`src/rtl/core/stamp_syntax_checker_unit_defines.svh`:
```
// assertion macros for the stamp syntax checker
`ifndef STAMP_SYNTAX_CHECKER_UNIT_DEFINES_SVH
`define STAMP_SYNTAX_CHECKER_UNIT_DEFINES_SVH

// same-cycle implication
`define SSC_ASSERT_SAME(lbl, clk, rst, ante, cons) \
   lbl: assert property (@(posedge clk) disable iff (rst) (ante) |-> (cons)) \
      else $error("ssc assertion failed");

// next-cycle implication
`define SSC_ASSERT_NEXT(lbl, clk, rst, ante, cons) \
   lbl: assert property (@(posedge clk) disable iff (rst) (ante) |=> (cons)) \
      else $error("ssc assertion failed");

`endif

```
`src/rtl/core/ssc_pkg.sv`:
```
// types and constants shared by the stamp syntax checker
`timescale 1ns / 1ps
package ssc_pkg;

   typedef enum logic [3:0] {
      PH_VER     = 4'd0,
      PH_VCOLON  = 4'd1,
      PH_BITS1   = 4'd2,
      PH_BITS    = 4'd3,
      PH_DATE    = 4'd4,
      PH_LOCAL   = 4'd5,
      PH_DOMAIN  = 4'd6,
      PH_EXT     = 4'd7,
      PH_RAND    = 4'd8,
      PH_COUNTER = 4'd9
   } phase_type;

   localparam logic [7:0] MaxBits       = 8'd160;
   localparam logic [7:0] BitsSat       = 8'd161;
   localparam logic [2:0] MinDateDigits = 3'd6;

   localparam logic [7:0] ChrNul   = 8'h00;
   localparam logic [7:0] ChrOne   = 8'h31;
   localparam logic [7:0] ChrColon = 8'h3A;
   localparam logic [7:0] ChrAt    = 8'h40;
   localparam logic [7:0] ChrPlus  = 8'h2B;
   localparam logic [7:0] ChrSlash = 8'h2F;
   localparam logic [7:0] ChrEq    = 8'h3D;
   localparam logic [7:0] ChrSpace = 8'h20;
   localparam logic [7:0] ChrTab   = 8'h09;
   localparam logic [7:0] ChrCr    = 8'h0D;

   typedef struct packed {
      logic [7:0] char_byte;
      logic       last_byte;
   } word_type;

   typedef struct packed {
      logic [7:0] kept_byte;
      logic       kept_valid;
      logic       done_res;
      logic       verdict;
   } result_type;

   function automatic logic is_digit(input logic [7:0] c);
      return (c >= 8'h30) && (c <= 8'h39);
   endfunction

   function automatic logic is_ws(input logic [7:0] c);
      return (c == ChrSpace) || ((c >= ChrTab) && (c <= ChrCr));
   endfunction

   function automatic logic in_alphabet(input logic [7:0] c);
      return ((c >= 8'h61) && (c <= 8'h7A)) || ((c >= 8'h41) && (c <= 8'h5A)) ||
             is_digit(c) || (c == ChrPlus) || (c == ChrSlash) || (c == ChrEq);
   endfunction

endpackage

```
`src/rtl/core/ssc_scan.sv`:
```
// phase machine and counters that check one byte per cycle while step is high
`timescale 1ns / 1ps
`include "stamp_syntax_checker_unit_defines.svh"
module ssc_scan (
   input  logic                 clock,
   input  logic                 reset,
   input  logic                 strip,
   input  logic                 step,
   input  ssc_pkg::word_type    word,
   output ssc_pkg::result_type  result
);

   ssc_pkg::phase_type phase_ff, phase_in, chk_phase;
   logic [7:0] bits_ff, bits_in, chk_bits;
   logic [2:0] cnt_ff, cnt_in, chk_cnt;
   logic       mal_ff, mal_in, chk_mal;
   logic       ended_ff, ended_in;
   logic [10:0] bits_prod;
   logic [7:0]  c;
   logic        use_byte;

   assign c = word.char_byte;
   assign use_byte = !ended_ff && (c != ssc_pkg::ChrNul) && !(strip && ssc_pkg::is_ws(c));
   assign bits_prod = {3'b000, bits_ff} * 11'd10 + {7'b0000000, c[3:0]};

   // check of the byte against the current field
   always_comb begin
      chk_phase = phase_ff;
      chk_bits  = bits_ff;
      chk_cnt   = cnt_ff;
      chk_mal   = mal_ff;
      if (use_byte && !mal_ff) begin
         case (phase_ff)
            ssc_pkg::PH_VER: begin
               if (c == ssc_pkg::ChrOne) chk_phase = ssc_pkg::PH_VCOLON;
               else chk_mal = 1'b1;
            end
            ssc_pkg::PH_VCOLON: begin
               if (c == ssc_pkg::ChrColon) chk_phase = ssc_pkg::PH_BITS1;
               else chk_mal = 1'b1;
            end
            ssc_pkg::PH_BITS1, ssc_pkg::PH_BITS: begin
               if (ssc_pkg::is_digit(c)) begin
                  chk_bits  = (bits_prod > {3'b000, ssc_pkg::MaxBits}) ?
                              ssc_pkg::BitsSat : bits_prod[7:0];
                  chk_phase = ssc_pkg::PH_BITS;
               end else if (c == ssc_pkg::ChrColon && phase_ff == ssc_pkg::PH_BITS &&
                            bits_ff <= ssc_pkg::MaxBits) begin
                  chk_phase = ssc_pkg::PH_DATE;
               end else begin
                  chk_mal = 1'b1;
               end
            end
            ssc_pkg::PH_DATE: begin
               if (ssc_pkg::is_digit(c)) begin
                  if (cnt_ff < ssc_pkg::MinDateDigits) chk_cnt = cnt_ff + 3'd1;
               end else if (c == ssc_pkg::ChrColon && cnt_ff >= ssc_pkg::MinDateDigits) begin
                  chk_phase = ssc_pkg::PH_LOCAL;
               end else begin
                  chk_mal = 1'b1;
               end
            end
            ssc_pkg::PH_LOCAL: begin
               if (c == ssc_pkg::ChrAt) chk_phase = ssc_pkg::PH_DOMAIN;
               else if (c == ssc_pkg::ChrColon) chk_mal = 1'b1;
            end
            ssc_pkg::PH_DOMAIN: begin
               if (c == ssc_pkg::ChrColon) chk_phase = ssc_pkg::PH_EXT;
               else if (c == ssc_pkg::ChrAt) chk_mal = 1'b1;
            end
            ssc_pkg::PH_EXT: begin
               if (c == ssc_pkg::ChrColon) chk_phase = ssc_pkg::PH_RAND;
            end
            ssc_pkg::PH_RAND: begin
               if (c == ssc_pkg::ChrColon) chk_phase = ssc_pkg::PH_COUNTER;
               else if (!ssc_pkg::in_alphabet(c)) chk_mal = 1'b1;
            end
            ssc_pkg::PH_COUNTER: begin
               if (!ssc_pkg::in_alphabet(c)) chk_mal = 1'b1;
            end
            default: begin
               chk_mal = 1'b1;
            end
         endcase
      end
   end

   // end of value handling and result
   always_comb begin
      phase_in = phase_ff;
      bits_in  = bits_ff;
      cnt_in   = cnt_ff;
      mal_in   = mal_ff;
      ended_in = ended_ff;
      result.kept_valid = use_byte && strip;
      result.kept_byte  = (use_byte && strip) ? c : 8'h00;
      result.done_res   = word.last_byte;
      result.verdict    = word.last_byte && (chk_mal || chk_phase != ssc_pkg::PH_COUNTER);
      if (step) begin
         if (word.last_byte) begin
            phase_in = ssc_pkg::PH_VER;
            bits_in  = 8'h00;
            cnt_in   = 3'd0;
            mal_in   = 1'b0;
            ended_in = 1'b0;
         end else begin
            phase_in = chk_phase;
            bits_in  = chk_bits;
            cnt_in   = chk_cnt;
            mal_in   = chk_mal;
            ended_in = ended_ff || (c == ssc_pkg::ChrNul);
         end
      end
   end

   always_ff @(posedge clock) begin
      if (reset) begin
         phase_ff <= ssc_pkg::PH_VER;
         bits_ff  <= 8'h00;
         cnt_ff   <= 3'd0;
         mal_ff   <= 1'b0;
         ended_ff <= 1'b0;
      end else begin
         phase_ff <= phase_in;
         bits_ff  <= bits_in;
         cnt_ff   <= cnt_in;
         mal_ff   <= mal_in;
         ended_ff <= ended_in;
      end
   end

   `SSC_ASSERT_SAME(a_verdict_on_done, clock, reset, result.verdict, result.done_res)
   `SSC_ASSERT_SAME(a_kept_needs_strip, clock, reset, result.kept_valid, strip && !ended_ff)
   `SSC_ASSERT_NEXT(a_clear_after_last, clock, reset, step && word.last_byte,
                    phase_ff == ssc_pkg::PH_VER && !mal_ff && !ended_ff && cnt_ff == 3'd0)
   `SSC_ASSERT_SAME(a_bits_bounded, clock, reset, 1'b1, bits_ff <= ssc_pkg::BitsSat)

endmodule

```
`src/rtl/core/ssc_out_reg.sv`:
```
// result register between the checker and the response channel
`timescale 1ns / 1ps
module ssc_out_reg (
   input  logic                 clock,
   input  logic                 reset,
   input  logic                 load,
   input  ssc_pkg::result_type  result,
   input  logic                 rsp_stall,
   output logic                 free,
   output logic                 rsp_valid,
   output ssc_pkg::result_type  rsp_word
);

   logic                valid_ff, valid_in;
   ssc_pkg::result_type word_ff;

   assign free = !valid_ff || !rsp_stall;
   assign valid_in = load || (valid_ff && rsp_stall);

   always_ff @(posedge clock) begin
      if (reset) begin
         valid_ff <= 1'b0;
      end else begin
         valid_ff <= valid_in;
      end
   end

   always_ff @(posedge clock) begin
      if (load) begin
         word_ff <= result;
      end
   end

   assign rsp_valid = valid_ff;
   assign rsp_word  = word_ff;

endmodule

```
`src/rtl/core/stamp_syntax_checker_unit.sv`:
```
// top level of the stamp syntax checker
// Checks a version-1 stamp one byte per word and gives one response word per
// request word: the byte echoed when kept, and on the word marked last the
// verdict (0 well-formed, 1 malformed). A new request word is taken every
// clock while the response channel is not stalled; a word passes an input
// register and then the result register, from which its response leaves.
// The phase machine and counters advance once per cycle while words step
// through them. A response that is stalled holds the input register, and
// a further request word is taken while that register is empty.
// csr_wr_en writes strip_whitespace (reset 1).
`timescale 1ns / 1ps
`include "stamp_syntax_checker_unit_defines.svh"
module stamp_syntax_checker_unit (
   input  logic       clock,
   input  logic       reset,
   input  logic       csr_wr_en,
   input  logic       csr_wr_data,
   input  logic       req_valid,
   output logic       req_stall,
   input  logic [7:0] req_char_byte,
   input  logic       req_last_byte,
   output logic       rsp_valid,
   input  logic       rsp_stall,
   output logic [7:0] rsp_kept_byte,
   output logic       rsp_kept_valid,
   output logic       rsp_done_res,
   output logic       rsp_verdict
);

   logic                strip_ff, strip_in;
   logic                in_valid_ff, in_valid_in;
   ssc_pkg::word_type   in_word_ff;
   ssc_pkg::result_type result, rsp_word;
   logic                free, step, take;

   assign step = in_valid_ff && free;
   assign req_stall = in_valid_ff && !free;
   assign take = req_valid && !req_stall;
   assign in_valid_in = take || (in_valid_ff && !free);
   assign strip_in = csr_wr_en ? csr_wr_data : strip_ff;

   always_ff @(posedge clock) begin
      if (reset) begin
         strip_ff    <= 1'b1;
         in_valid_ff <= 1'b0;
      end else begin
         strip_ff    <= strip_in;
         in_valid_ff <= in_valid_in;
      end
   end

   always_ff @(posedge clock) begin
      if (take) begin
         in_word_ff.char_byte <= req_char_byte;
         in_word_ff.last_byte <= req_last_byte;
      end
   end

   ssc_scan u_scan (
      .clock  (clock),
      .reset  (reset),
      .strip  (strip_ff),
      .step   (step),
      .word   (in_word_ff),
      .result (result)
   );

   ssc_out_reg u_out (
      .clock     (clock),
      .reset     (reset),
      .load      (step),
      .result    (result),
      .rsp_stall (rsp_stall),
      .free      (free),
      .rsp_valid (rsp_valid),
      .rsp_word  (rsp_word)
   );

   assign rsp_kept_byte  = rsp_word.kept_byte;
   assign rsp_kept_valid = rsp_word.kept_valid;
   assign rsp_done_res   = rsp_word.done_res;
   assign rsp_verdict    = rsp_word.verdict;

   `SSC_ASSERT_SAME(a_stall_needs_word, clock, reset, req_stall, in_valid_ff)
   `SSC_ASSERT_NEXT(a_take_fills_input, clock, reset, take, in_valid_ff)
   `SSC_ASSERT_NEXT(a_step_fills_output, clock, reset, step, rsp_valid)

endmodule
```
`config.mk`:
```
export PLATFORM = sky130hd
export DESIGN_NAME = stamp_syntax_checker_unit
export DESIGN_NICKNAME = d
export VERILOG_FILES = /design/src/rtl/core/ssc_pkg.sv /design/src/rtl/core/ssc_scan.sv /design/src/rtl/core/ssc_out_reg.sv /design/src/rtl/core/stamp_syntax_checker_unit.sv
export VERILOG_INCLUDE_DIRS = /design/src /design/src/rtl/core
export SDC_FILE = /design/constraint.sdc
export NUM_CORES = 1
export LEC_CHECK = 0
export ABC_CLOCK_PERIOD_IN_PS = 3000
export BUFFER_PORTS_ARGS = -buffer_cell sky130_fd_sc_hd__buf_2
export CORE_MARGIN = 3
export CORE_UTILIZATION = 40
export CTS_BUF_LIST = sky130_fd_sc_hd__clkbuf_8
export DETAILED_ROUTE_END_ITERATION = 10
export SYNTH_ARGS = -nofsm -noshare
export SYNTH_HDL_FRONTEND = slang
export SYNTH_HIERARCHICAL = 1
export SYNTH_SLANG_ARGS = --single-unit
```
`constraint.sdc`:
```
create_clock -name clock -period 3 [get_ports clock]
set_input_delay 0.6 -clock clock [delete_from_list [all_inputs] [get_ports clock]]
set_output_delay 0.6 -clock clock [all_outputs]
set_load 0.01 [all_outputs]
```
======== Word-level counts from Yosys, hierarchy flattened ========
Index checks and enable logic that the tools add are counted.
operators by class
  add/sub/neg operators ................... 2
  multiply operators ...................... 1
  div/mod/pow operators ................... 0
  order comparisons ....................... 12
  eq/ne operators ......................... 17
  shifts and indexed selects .............. 0
  mux-type cells .......................... 39
  bitwise gates (word level) .............. 0
  reduce and logical (&&, ||, !) cells .... 46
operators by type and width
  operator                                                                number
  8-bit by 6-bit == test with 1-bit output (second input constant)        6
  4-bit two-way mux                                                       12
  8-bit two-way mux                                                       5
  4-bit one-hot mux with 8 select lines                                   1
  1-bit logical AND                                                       17
  4-bit by 3-bit == test with 1-bit output (second input constant)        4
  8-bit by 7-bit >= comparator with 1-bit output (second input constant)  2
  8-bit by 7-bit <= comparator with 1-bit output (second input constant)  2
  1-bit two-way mux                                                       15
  3-bit two-way mux                                                       5
  11-bit by 4-bit adder with 11-bit output                                1
  11-bit by 8-bit > comparator with 1-bit output (second input constant)  1
  1-bit logical OR                                                        11
  8-bit by 3-bit multiplier with 10-bit output (second input constant)    1
  2-bit nonzero test                                                      5
  1-bit one-hot mux with 9 select lines                                   1
  4-bit by 2-bit == test with 1-bit output (second input constant)        2
  4-bit == test (second input constant)                                   2
  8-bit by 7-bit == test with 1-bit output (second input constant)        1
  8-bit by 4-bit >= comparator with 1-bit output (second input constant)  1
  8-bit by 6-bit >= comparator with 1-bit output (second input constant)  1
  8-bit by 4-bit <= comparator with 1-bit output (second input constant)  1
  8-bit by 6-bit <= comparator with 1-bit output (second input constant)  1
  8-bit <= comparator (second input constant)                             1
  12 further kinds                                                        18
word-level totals
  bits in registers ....................... 40
  bits in latches ......................... 0
  memory bits (writable) .................. 0
  ROM bits ................................ 0
  bits of input ports ..................... 15
  word-level logic and storage cells ...... 131
  memories kept ........................... 0

======== Depth between registers and ports, before layout ========
Gate-level depths: netlist of run 1.
  depth after elaboration ................. 13
  mapped depth ............................ 10
  gate-level depth less buffers ........... 10

======== Cells and area by module ========
Netlist of run 1, hierarchy kept.
by module, submodules not included
  module                     instances  cells an instance  area an instance (um2)
  ssc_scan                   1          245                1979.4
  ssc_out_reg                1          15                 362.8
  stamp_syntax_checker_unit  1          17                 361.6

======== Least setup slack after synthesis of run 1 ========
Ideal clock, no wire load.
  path type ............................... reg2reg
  start point ............................. register u_scan.bits_ff[1]
  end point ............................... register u_scan.bits_ff[1]
  setup time .............................. 0.060 ns
  arrival time ............................ 2.913 ns
  data required time ...................... 2.940 ns
  slack ................................... 0.027 ns
  cell stages (with the launch flop) ...... 10
  path buffers ............................ 0
  period minus slack after synthesis ...... 2.973 ns
  cell sequence ........................... dfxtp_1 ha_1 ha_1 fa_1 nor3b_2 nor4b_4 nand3_2 a211o_1 a2111oi_4 a22o_1
between the ends
  cells in the longest elaborated chain, start to end .. 8
RTL lines
  what                                            line             text
  from (decl)                                     ssc_scan.sv:14   logic [7:0] bits_ff, bits_in, chk_bits;
  from (signal assigned)                          ssc_scan.sv:125  bits_ff <= bits_in;
  8-bit by 3-bit multiplier with 10-bit output    ssc_scan.sv:24   assign bits_prod = {3'b000, bits_ff} * 11'd10 + {7'b0000000, c[3:0]};
  11-bit by 4-bit adder with 11-bit output        ssc_scan.sv:24
  11-bit by 8-bit > comparator with 1-bit output  ssc_scan.sv:44   chk_bits = (bits_prod > {3'b000, ssc_pkg::MaxBits}) ?
  8-bit two-way mux                               ssc_scan.sv:44
  8-bit two-way mux                               ssc_scan.sv:43   if (ssc_pkg::is_digit(c)) begin
  8-bit two-way mux                               ssc_scan.sv:33   case (phase_ff)
  8-bit two-way mux                               ssc_scan.sv:32   if (use_byte && !mal_ff) begin
  8-bit two-way mux                               ssc_scan.sv:100  if (word.last_byte) begin
No other way between the ends. The select of a mux whose other input is x is not followed.
A chain may end at the register's enable or synchronous reset.

======== Final worst setup path of run 1 ========
Ends and elaborated chain as after synthesis.

==> flow_metrics.env, run 1 <==
export IMPL_max_vdd_ir_drop_mv=0.167
export IMPL_period_share_pct=99.8
export IMPL_grt_pass1_vias=2210
export IMPL_routedWlPerCell_um=15.9
export IMPL_cp_end_kind="register"
export IMPL_track_usage_pct=17.0
export IMPL_critPathTopFamily="compound AO/OA/AOI/OAI gates"
export IMPL_skew_ns=0.00416
export IMPL_cts_hold_buf=0
export IMPL_drv_slew=0
export IMPL_drive_above_1_share_pct=28.7
export IMPL_worst_path_largest_cell_delay_ns=0.48
export IMPL_overflow=0
export IMPL_maxCapViolCount=0
export IMPL_final_cell_mix="buf_2 (27), nor2_1 (25), buf_4 (24)"
export IMPL_die_area_um2=7780
export IMPL_critical_path_class="reg2reg"
export IMPL_rows=29
export IMPL_cp_cell_sequence="ha_4 > ha_4 > fa_2 > buf_6 > xor2_4 > clkinv_2 > nor4b_4 > nand3_2 > a211o_1 > a2111oi_4 > a22o_1"
export IMPL_synth_edff_count=20
export IMPL_drc=0
export IMPL_reg2reg_from="u_scan/bits_ff[1]"
export IMPL_ys_seq_area_share_pct=37.0
export IMPL_antenna_found_initial=0
export IMPL_layout_cells_non_filler=405
export IMPL_ios=28
export IMPL_initial_core_util_pct=41.9
export IMPL_cts_sinks=40
export IMPL_syn2layout_area_growth_pct=22.0
export IMPL_fp_dieH_um=88.2
export IMPL_timing_critical_path_buf_inv=2
export IMPL_setup_slack_ns=0.00634
export IMPL_dpl_instance_area_um2=3070
export IMPL_drt_wl_total_mm=6.43
export IMPL_synth_ff_type="edfxtp_1"
export IMPL_clock_path_buffers=2
export IMPL_async_reset_ff_share_pct=0
export IMPL_coreArea_um2=6460
export IMPL_synth_area_um2=2700
export IMPL_cts_tree="done"
export IMPL_ant_nets=0
export IMPL_syn_inst=277
export IMPL_ys_warn_count=6
export IMPL_dr_pass1_iters=4
export IMPL_pre_cts_ws_ns=-0.0678
export IMPL_cts_root_buf="clkbuf_8"
export IMPL_grt_max_degree=17
export IMPL_rrSetupSlack_ns=0.006
export IMPL_portBuffers=27
export IMPL_vias=2325
export IMPL_worst_path_max_delay_cell="a2111oi_4"
export IMPL_worst_hold_startpoint="req_last_byte"
export IMPL_ys_types=73
export IMPL_holdCritPathClass="in2reg"
export IMPL_viasPerCell=5.74
export IMPL_cts_max_level=2
export IMPL_clkLatencyLatePin_ns=0.29
export IMPL_power_density_nw_per_um2=355
export IMPL_cp_start_kind="register"
export IMPL_antennaDiodeCount=0
export IMPL_drt_iter0_drc=147
export IMPL_whs_ns=0.482
export IMPL_critPathLaunch="u_scan/bits_ff[1]"
export IMPL_worst_slew_pin_transition_ns=0.748
export IMPL_dieWidth_um=88.2
export IMPL_final_min_clock_period_ns=2.99
export IMPL_cp_arrival_ns=3.22
export IMPL_status="completed"
export IMPL_gp_congestion=0.887
export IMPL_post_place_cells=395
export IMPL_syn_nets=311
export IMPL_setup_viol_count_final=0
export IMPL_numCtsBuffers=5
export IMPL_p_total_mw=1.17
export IMPL_mostFrequentLayoutCell="buf_2"
export IMPL_grt_pass1_wl_mm=10.6
export IMPL_fin_area_um2=3300
export IMPL_syn_avg_cell_area_um2=9.76
export IMPL_dp_hpwl_mm=4.82
export IMPL_crit_path_frequent_cell="ha_4"
export IMPL_nNetsFinal=361
export IMPL_max_slew_margin_pct=50.0
export IMPL_clock_fmax_mhz=334
export IMPL_rsz0062_at_grt="yes"
export IMPL_p_leak_nw=1.29
export IMPL_ys_seq_elements=40
export IMPL_critPathMaxFanout=5
export IMPL_crit_required_ns=3.23
export IMPL_final_hold_violation_count=0
export IMPL_clkTransAtPathRegs_ns=0.08
what timing repair did:
action	CTS	global route
hold endpoints to repair	0	0
pin swaps	3	12
resized for setup	6	15
endpoints found under the setup margin	6	8
cloned	0	0
setup buffers	0	2
where the power goes:
group	internal, mW	switching (mW)	leakage, nW
logic	0.0507	0.0669	0.881
registers	0.596	0.0178	0.355
clock network	0.247	0.194	0.0558
synth_stat cells, types with 4 or more instances:
library cell | instances | area share, %
nor2_1 | 25 | 3.5
dfxtp_1 | 20 | 15
edfxtp_1 | 20 | 22
ha_1 | 17 | 7.9
a21oi_1 | 15 | 2.8
nand2_1 | 15 | 2.1
and2_1 | 10 | 2.3
inv_1 | 9 | 1.2
nor3_1 | 9 | 1.7
clkbuf_1 | 8 | 1.1
o21ai_0 | 8 | 1.5
nand4_1 | 6 | 1.4
a211oi_1 | 5 | 1.4
a22o_1 | 5 | 1.6
a31oi_1 | 5 | 1.2
nand3_1 | 5 | 0.93
xnor2_1 | 5 | 1.6
a2111oi_0 | 4 | 1.3
nor2b_1 | 4 | 0.93
xor2_1 | 4 | 1.3
state kept, by name (all words and copies together), names as in the netlist:
| register | cells |
|---|---|
| in_word_ff | 9 |
| u_scan/mal_ff | 1 |
| strip_ff | 1 |
| u_scan/bits_ff | 8 |
| u_out/rsp_word | 11 |
| in_valid_ff | 1 |
| u_scan/cnt_ff | 3 |
| u_scan/ended_ff | 1 |
| u_out/rsp_valid | 1 |
| u_scan/phase_ff | 4 |
kinds of logic (layout without fill, tap and decap cells):
group	Yosys count	in the layout	share of synthesized area [%]
adders and majority gates	19	19	9.35
xor gates and xnor gates	9	9	2.92
DFF	40	40	37.0
muxes	2	2	0.740
buffers and inverters	19	70	2.82
AOI/OAI and AO/OA	81	81	23.1
and+or+nand+nor	107	107	24.0
stage by stage:
step / setup TNS (ns) / utilization [%]
after global placement: -0.112 / 47.5
after detailed placement: -0.299 / 47.5
final: 0 / 51.1
after CTS: 0 / 49.7
after global routing: -0.730 / 51.1
after floorplan: 0 / -
final timing paths:
kind / cells past startpoint / endpoint
worst max-delay path: 11 / u_scan/bits_ff[1]
worst min-delay path: 1 / in_word_ff[0]
worst max register to register: 11 / u_scan/bits_ff[1]
worst min register to register: 2 / u_scan/cnt_ff[0]
metal layers:
| layer | track usage (%) | part of all wire (%) | vias to the layer above |
|---|---|---|---|
| met5 | 0 | 0 | - |
| met1 | 24.3 | 49 | 1104 |
| met3 | 2.33 | 2.6 | 2 |
| li1 | - | - | 1170 |
| met2 | 27.3 | 48 | 49 |
| met4 | 4.40 | 0.61 | 0 |
cell type report:
cell class / count / area, um2
inverter: 10 / 38.8
clock inverter: 3 / 42.5
multi-input combinational: 218 / 1720
fill: 605 / 3160
timing repair buffer: 52 / 327
tap: 77 / 96.3
clock buffer: 5 / 68.8
sequential: 40 / 1000
No activity file was read; power rests on OpenSTA's default activity.
==> run 2: changes to the inputs <==
ABC_AREA = 1   (was default)
CAP_MARGIN = 10   (was default)
CTS_BUF_LIST = default   (was sky130_fd_sc_hd__clkbuf_8)
==> flow_metrics.env, run 2 <==
export IMPL_status="completed"
export IMPL_grt_pass1_wl_mm=11.4
export IMPL_synth_area_um2=2940
export IMPL_cts_tree="done"
export IMPL_maxCapViolCount=0
export IMPL_ys_warn_count=6
export IMPL_syn2layout_area_growth_pct=11.6
export IMPL_ant_nets=0
export IMPL_cts_setup_buffers=0
export IMPL_antenna_found_initial=0
export IMPL_max_vdd_ir_drop_mv=0.259
export IMPL_drc=0
export IMPL_nNetsFinal=505
export IMPL_dieWidth_um=91.7
export IMPL_rrSetupSlack_ns=0.23
export IMPL_dp_hpwl_mm=5.30
export IMPL_vias=2793
export IMPL_drv_slew=0
export IMPL_final_min_clock_period_ns=2.77
export IMPL_dr_pass1_iters=5
export IMPL_cts_max_level=2
export IMPL_whs_ns=0.477
export IMPL_coreArea_um2=6940
export IMPL_cp_start_kind="register"
export IMPL_gp_congestion=0.895
export IMPL_clkTransAtPathRegs_ns=0.08
export IMPL_grt_pass1_vias=2484
export IMPL_max_slew_margin_pct=62.5
export IMPL_crit_required_ns=3.22
export IMPL_viasPerCell=4.92
export IMPL_holdCritPathClass="reg2reg"
export IMPL_power_density_nw_per_um2=338
export IMPL_ys_types=34
export IMPL_worst_slew_pin_transition_ns=0.562
export IMPL_clock_path_buffers=2
export IMPL_post_place_cells=560
export IMPL_ys_seq_area_share_pct=34.1
export IMPL_drt_wl_total_mm=6.69
export IMPL_cts_root_buf="clkbuf_8"
export IMPL_rsz0062_at_grt="no"
export IMPL_routedWlPerCell_um=11.8
export IMPL_final_hold_violation_count=0
export IMPL_fp_dieH_um=91.7
export IMPL_clock_fmax_mhz=361
export IMPL_critical_path_class="reg2reg"
export IMPL_numCtsBuffers=5
export IMPL_syn_inst=438
export IMPL_final_cell_mix="nand2_1 (139), inv_1 (58), nor2_1 (57)"
export IMPL_rows=30
export IMPL_final_core_util_pct=47.2
export IMPL_portBuffers=27
export IMPL_mostFrequentLayoutCell="nand2_1"
export IMPL_clkLatencyLatePin_ns=0.29
export IMPL_cp_arrival_ns=2.99
export IMPL_synth_edff_count=20
export IMPL_initial_core_util_pct=42.3
export IMPL_ys_seq_elements=40
export IMPL_synth_most_common_cell="nand2_1"
export IMPL_layout_cells_non_filler=568
export IMPL_ios=28
export IMPL_antennaDiodeCount=0
export IMPL_drive_above_1_share_pct=13.1
export IMPL_synth_commonest_cells="nand2_1 (139), inv_1 (58), nor2_1 (57)"
export IMPL_grt_max_degree=17
export IMPL_async_reset_ff_share_pct=0
export IMPL_tns_ns=0
export IMPL_synth_top_area_share_pct=20.4
export IMPL_syn_nets=472
export IMPL_period_share_pct=92.4
export IMPL_setup_viol_count_final=0
export IMPL_cts_sinks=40
export IMPL_critPathMaxFanout=5
export IMPL_drt_iter0_drc=209
export IMPL_die_area_um2=8410
export IMPL_track_usage_pct=16.6
export IMPL_synth_ff_type="edfxtp_1"
export IMPL_synth_top_cells_by_area="edfxtp_1 (20%), nand2_1 (18%), dfxtp_1 (14%), inv_1 (7.4%), nor2_1 (7.3%)"
export IMPL_largest_register_ffs=11
export IMPL_cp_end_kind="register"
export IMPL_yosysTopAreaCell="edfxtp_1"
export IMPL_cts_hold_buf=0
export IMPL_overflow=0
export IMPL_skew_ns=0.00815
export IMPL_syn_avg_cell_area_um2=6.71
export IMPL_p_leak_nw=1.65
run 2: cell types whose count changed after synthesis, sizes merged, moves of 10 or more:
cell	delta
inv	+57
nand2	+128
nand3	+31
a21oi	+10
nor2	+36
and2	-10
run 2: area by class of cell:
type / instances / area (um2)
flip-flops and latches: 40 / 1000
clock inverters: 3 / 18.8
repair buffers: 28 / 143
multi-input cells: 329 / 1670
inverters: 67 / 251
well taps: 96 / 120
clock buffers: 5 / 68.8
fillers: 712 / 3670
run 2: final timing paths:
path	start	to	depth (start not counted)
setup / recovery	u_scan/bits_ff[3]	u_scan/bits_ff[4]	15
setup reg to reg	u_scan/bits_ff[3]	u_scan/bits_ff[4]	15
hold reg to reg	u_scan/ended_ff	u_scan/ended_ff	2
hold / removal	u_scan/ended_ff	u_scan/ended_ff	2
run 2: repair_timing:
item	CTS	global route
hold endpoints to repair	0	0
setup endpoints to repair	0	1
gates resized for setup	0	1
run 2: power by group:
group          internal (mW)  switching (mW)  total [mW]  leakage (nW)
logic                 0.0470          0.0906       0.138          1.26
registers              0.599          0.0206       0.619         0.354
clock network          0.160           0.190       0.350        0.0378
total                  0.806           0.301        1.11          1.65
run 2: cells by family (layout without fill, tap and decap cells):
logic type               after synthesis  count (layout)  share of synthesized area (%)
flip-flops                            40              40                           34.1
AND/OR/NAND/NOR                      259             259                           37.9
buffers and inverters                 69             103                           8.94
adder cells (fa/ha/maj)               19              19                           8.60
AO/OA/AOI/OAI                         46              46                           8.69
XOR/XNOR                               5               5                           1.75
run 2: per-layer routing:
metal / global-route usage, % / up-vias / part of all wire, %
met5: 0 / - / 0
met1: 25.3 / 1213 / 51
met4: 5.07 / 0 / 1.7
li1: - / 1469 / -
met3: 2.87 / 11 / 6.4
met2: 23.8 / 100 / 41
run 2: worst max-delay path: stages (launching register included):
cell,delay [ns]
dfxtp_1,0.42
ha_1,0.26
ha_1,0.24
fa_1,0.55
nand2_1,0.09
nor2_1,0.09
nand2_1,0.07
nand2_1,0.06
nand2_1,0.08
nor2_2,0.14
nand2_1,0.08
nand2_1,0.09
nand2_2,0.08
nor3_4,0.24
nand2_1,0.09
a21oi_1,0.12
run 2: stage by stage:
step / area [um2] / power (mW) / worst slack [ns]
detailed placement: 3190 / 0.768 / 0.256
floorplan: 2940 / 0.721 / 0.496
global route: 3280 / 1.17 / 0.00130
CTS: 3280 / 1.12 / 0.242
finish: 3280 / 1.11 / 0.229
global placement: 3190 / 0.768 / 0.351
==> run 3: changes to the inputs <==
CORE_UTILIZATION = 43   (was 40)
==> flow_metrics.env, run 3 (synthesis results as in run 2) <==
export IMPL_status="completed"
export IMPL_worst_path_largest_cell_delay_ns=0.54
export IMPL_final_cell_mix="nand2_1 (139), inv_1 (58), nor2_1 (57)"
export IMPL_timing_critical_path_buf_inv=0
export IMPL_max_slew_margin_pct=71.1
export IMPL_gp_congestion=0.928
export IMPL_nNetsFinal=506
export IMPL_drv_slew=0
export IMPL_grt_max_degree=17
export IMPL_grt_pass1_vias=2590
export IMPL_cp_cell_sequence="ha_1 > ha_1 > fa_1 > nand2_1 > nor2_1 > nand2_1 > nand2_1 > nand2_1 > nor2_2 > nand3_1 > nand2_1 > nand2_2 > nor3_4 > nand2_1 > a21oi_1"
export IMPL_largest_register_ffs=11
export IMPL_cp_arrival_ns=2.94
export IMPL_maxCapViolCount=0
export IMPL_clock_fmax_mhz=365
export IMPL_drt_wl_total_mm=6.98
export IMPL_critical_path_class="reg2reg"
export IMPL_ios=28
export IMPL_cts_root_buf="clkbuf_8"
export IMPL_holdCritPathClass="reg2reg"
export IMPL_max_vdd_ir_drop_mv=0.255
export IMPL_die_area_um2=7860
export IMPL_dr_pass1_iters=4
export IMPL_cp_end_kind="register"
export IMPL_skew_ns=0.00939
export IMPL_regArea_um2=1000
export IMPL_rows=29
export IMPL_dp_hpwl_mm=5.54
export IMPL_drt_iter0_drc=166
export IMPL_syn2layout_area_growth_pct=12.6
export IMPL_period_share_pct=91.2
export IMPL_fp_dieH_um=88.7
export IMPL_critPathMaxFanout=5
export IMPL_dpl_instance_area_um2=3170
export IMPL_portBuffers=27
export IMPL_grt_pass1_wl_mm=11.9
export IMPL_nFillCells=683
export IMPL_crit_path_frequent_cell="nand2_1"
export IMPL_coreArea_um2=6490
export IMPL_wl_met3_um=437
export IMPL_multi_input_area_um2=1670
export IMPL_initial_core_util_pct=45.2
export IMPL_cts_setup_buffers=0
export IMPL_vias=2783
export IMPL_final_core_util_pct=50.9
export IMPL_drc=0
export IMPL_cp_start_kind="register"
export IMPL_cts_max_level=2
export IMPL_tns_ns=0
export IMPL_mostFrequentLayoutCell="nand2_1"
export IMPL_top_layer="met4"
export IMPL_fin_area_um2=3310
export IMPL_whs_ns=0.477
export IMPL_worst_slew_pin_transition_ns=0.433
export IMPL_wl_met1_mm=3.50
export IMPL_cts_tree="done"
export IMPL_clkLatencyLatePin_ns=0.29
export IMPL_worst_path_max_delay_cell="fa_1"
export IMPL_p_total_mw=1.27
export IMPL_met2_length_mm=2.97
export IMPL_final_hold_violation_count=0
export IMPL_critPathTopFamily="simple AND/OR/NAND/NOR gates"
export IMPL_antennaDiodeCount=0
export IMPL_final_min_clock_period_ns=2.74
export IMPL_viasPerCell=5.06
export IMPL_overflow=0
export IMPL_clock_path_buffers=2
export IMPL_crit_required_ns=3.21
export IMPL_track_usage_pct=19.1
export IMPL_drive_above_1_share_pct=13.5
export IMPL_dieWidth_um=88.7
export IMPL_cts_sinks=40
export IMPL_ant_nets=0
export IMPL_rsz0062_at_grt="no"
export IMPL_power_density_nw_per_um2=385
export IMPL_antenna_found_initial=0
export IMPL_clkTransAtPathRegs_ns=0.08
export IMPL_setup_viol_count_final=0
export IMPL_p_leak_nw=1.69
export IMPL_numCtsBuffers=5
export IMPL_routedWlPerCell_um=12.7
-- run 3: cell count changes in the layout (fill, tap and decap cells not counted), sizes merged --
cell	change
clkinvlp	-2
clkinv	-1
bufinv	+2
clkbuf	+1
buf	+1
-- run 3: cell type report --
cell class | count | share of cell area (%)
clock inverters | 2 | 1.82
multi-input cells | 329 | 50.6
repair buffers | 29 | 4.54
well taps | 77 | 2.91
flip-flops and latches | 40 | 30.3
inverters | 67 | 7.60
clock buffers | 6 | 2.19
-- run 3: stage by stage --
stage / worst slack (ns) / std cells
final: 0.264 / 550
after global routing: 0.00192 / 550
after CTS: 0.212 / 550
after detailed placement: 0.226 / 542
after global placement: 0.336 / 542
after floorplan: 0.496 / 438
-- run 3: worst paths after layout --
path                                         from  slack, ns  cells after the start                 to
worst min-delay path              u_scan/ended_ff       0.48                      2    u_scan/ended_ff
worst max-delay path            u_scan/bits_ff[1]       0.26                     15  u_scan/bits_ff[3]
worst min register to register    u_scan/ended_ff       0.48                      2    u_scan/ended_ff
worst max register to register  u_scan/bits_ff[1]       0.26                     15  u_scan/bits_ff[3]
-- run 3: layer usage --
layer | vias up | track usage [%]
met3 | 4 | 3.82
li1 | 1467 | -
met5 | - | 0
met1 | 1224 | 27.7
met2 | 88 | 29.0
met4 | 0 | 5.08
-- run 3: tightest hold or removal path, stage by stage (launching register included) --
cell,delay (ns)
dfxtp_1,0.30
inv_1,0.06
a211oi_1,0.07
-- run 3: report_power, final --
part / internal [mW] / switching (mW)
Sequential: 0.599 / 0.0201
Clock: 0.333 / 0.183
Combinational: 0.0470 / 0.0919
Total: 0.978 / 0.295
-- run 3: repair_timing --
action	CTS	global route
resized for setup	0	2
endpoints found under the setup margin	0	8
hold buffers	0	0
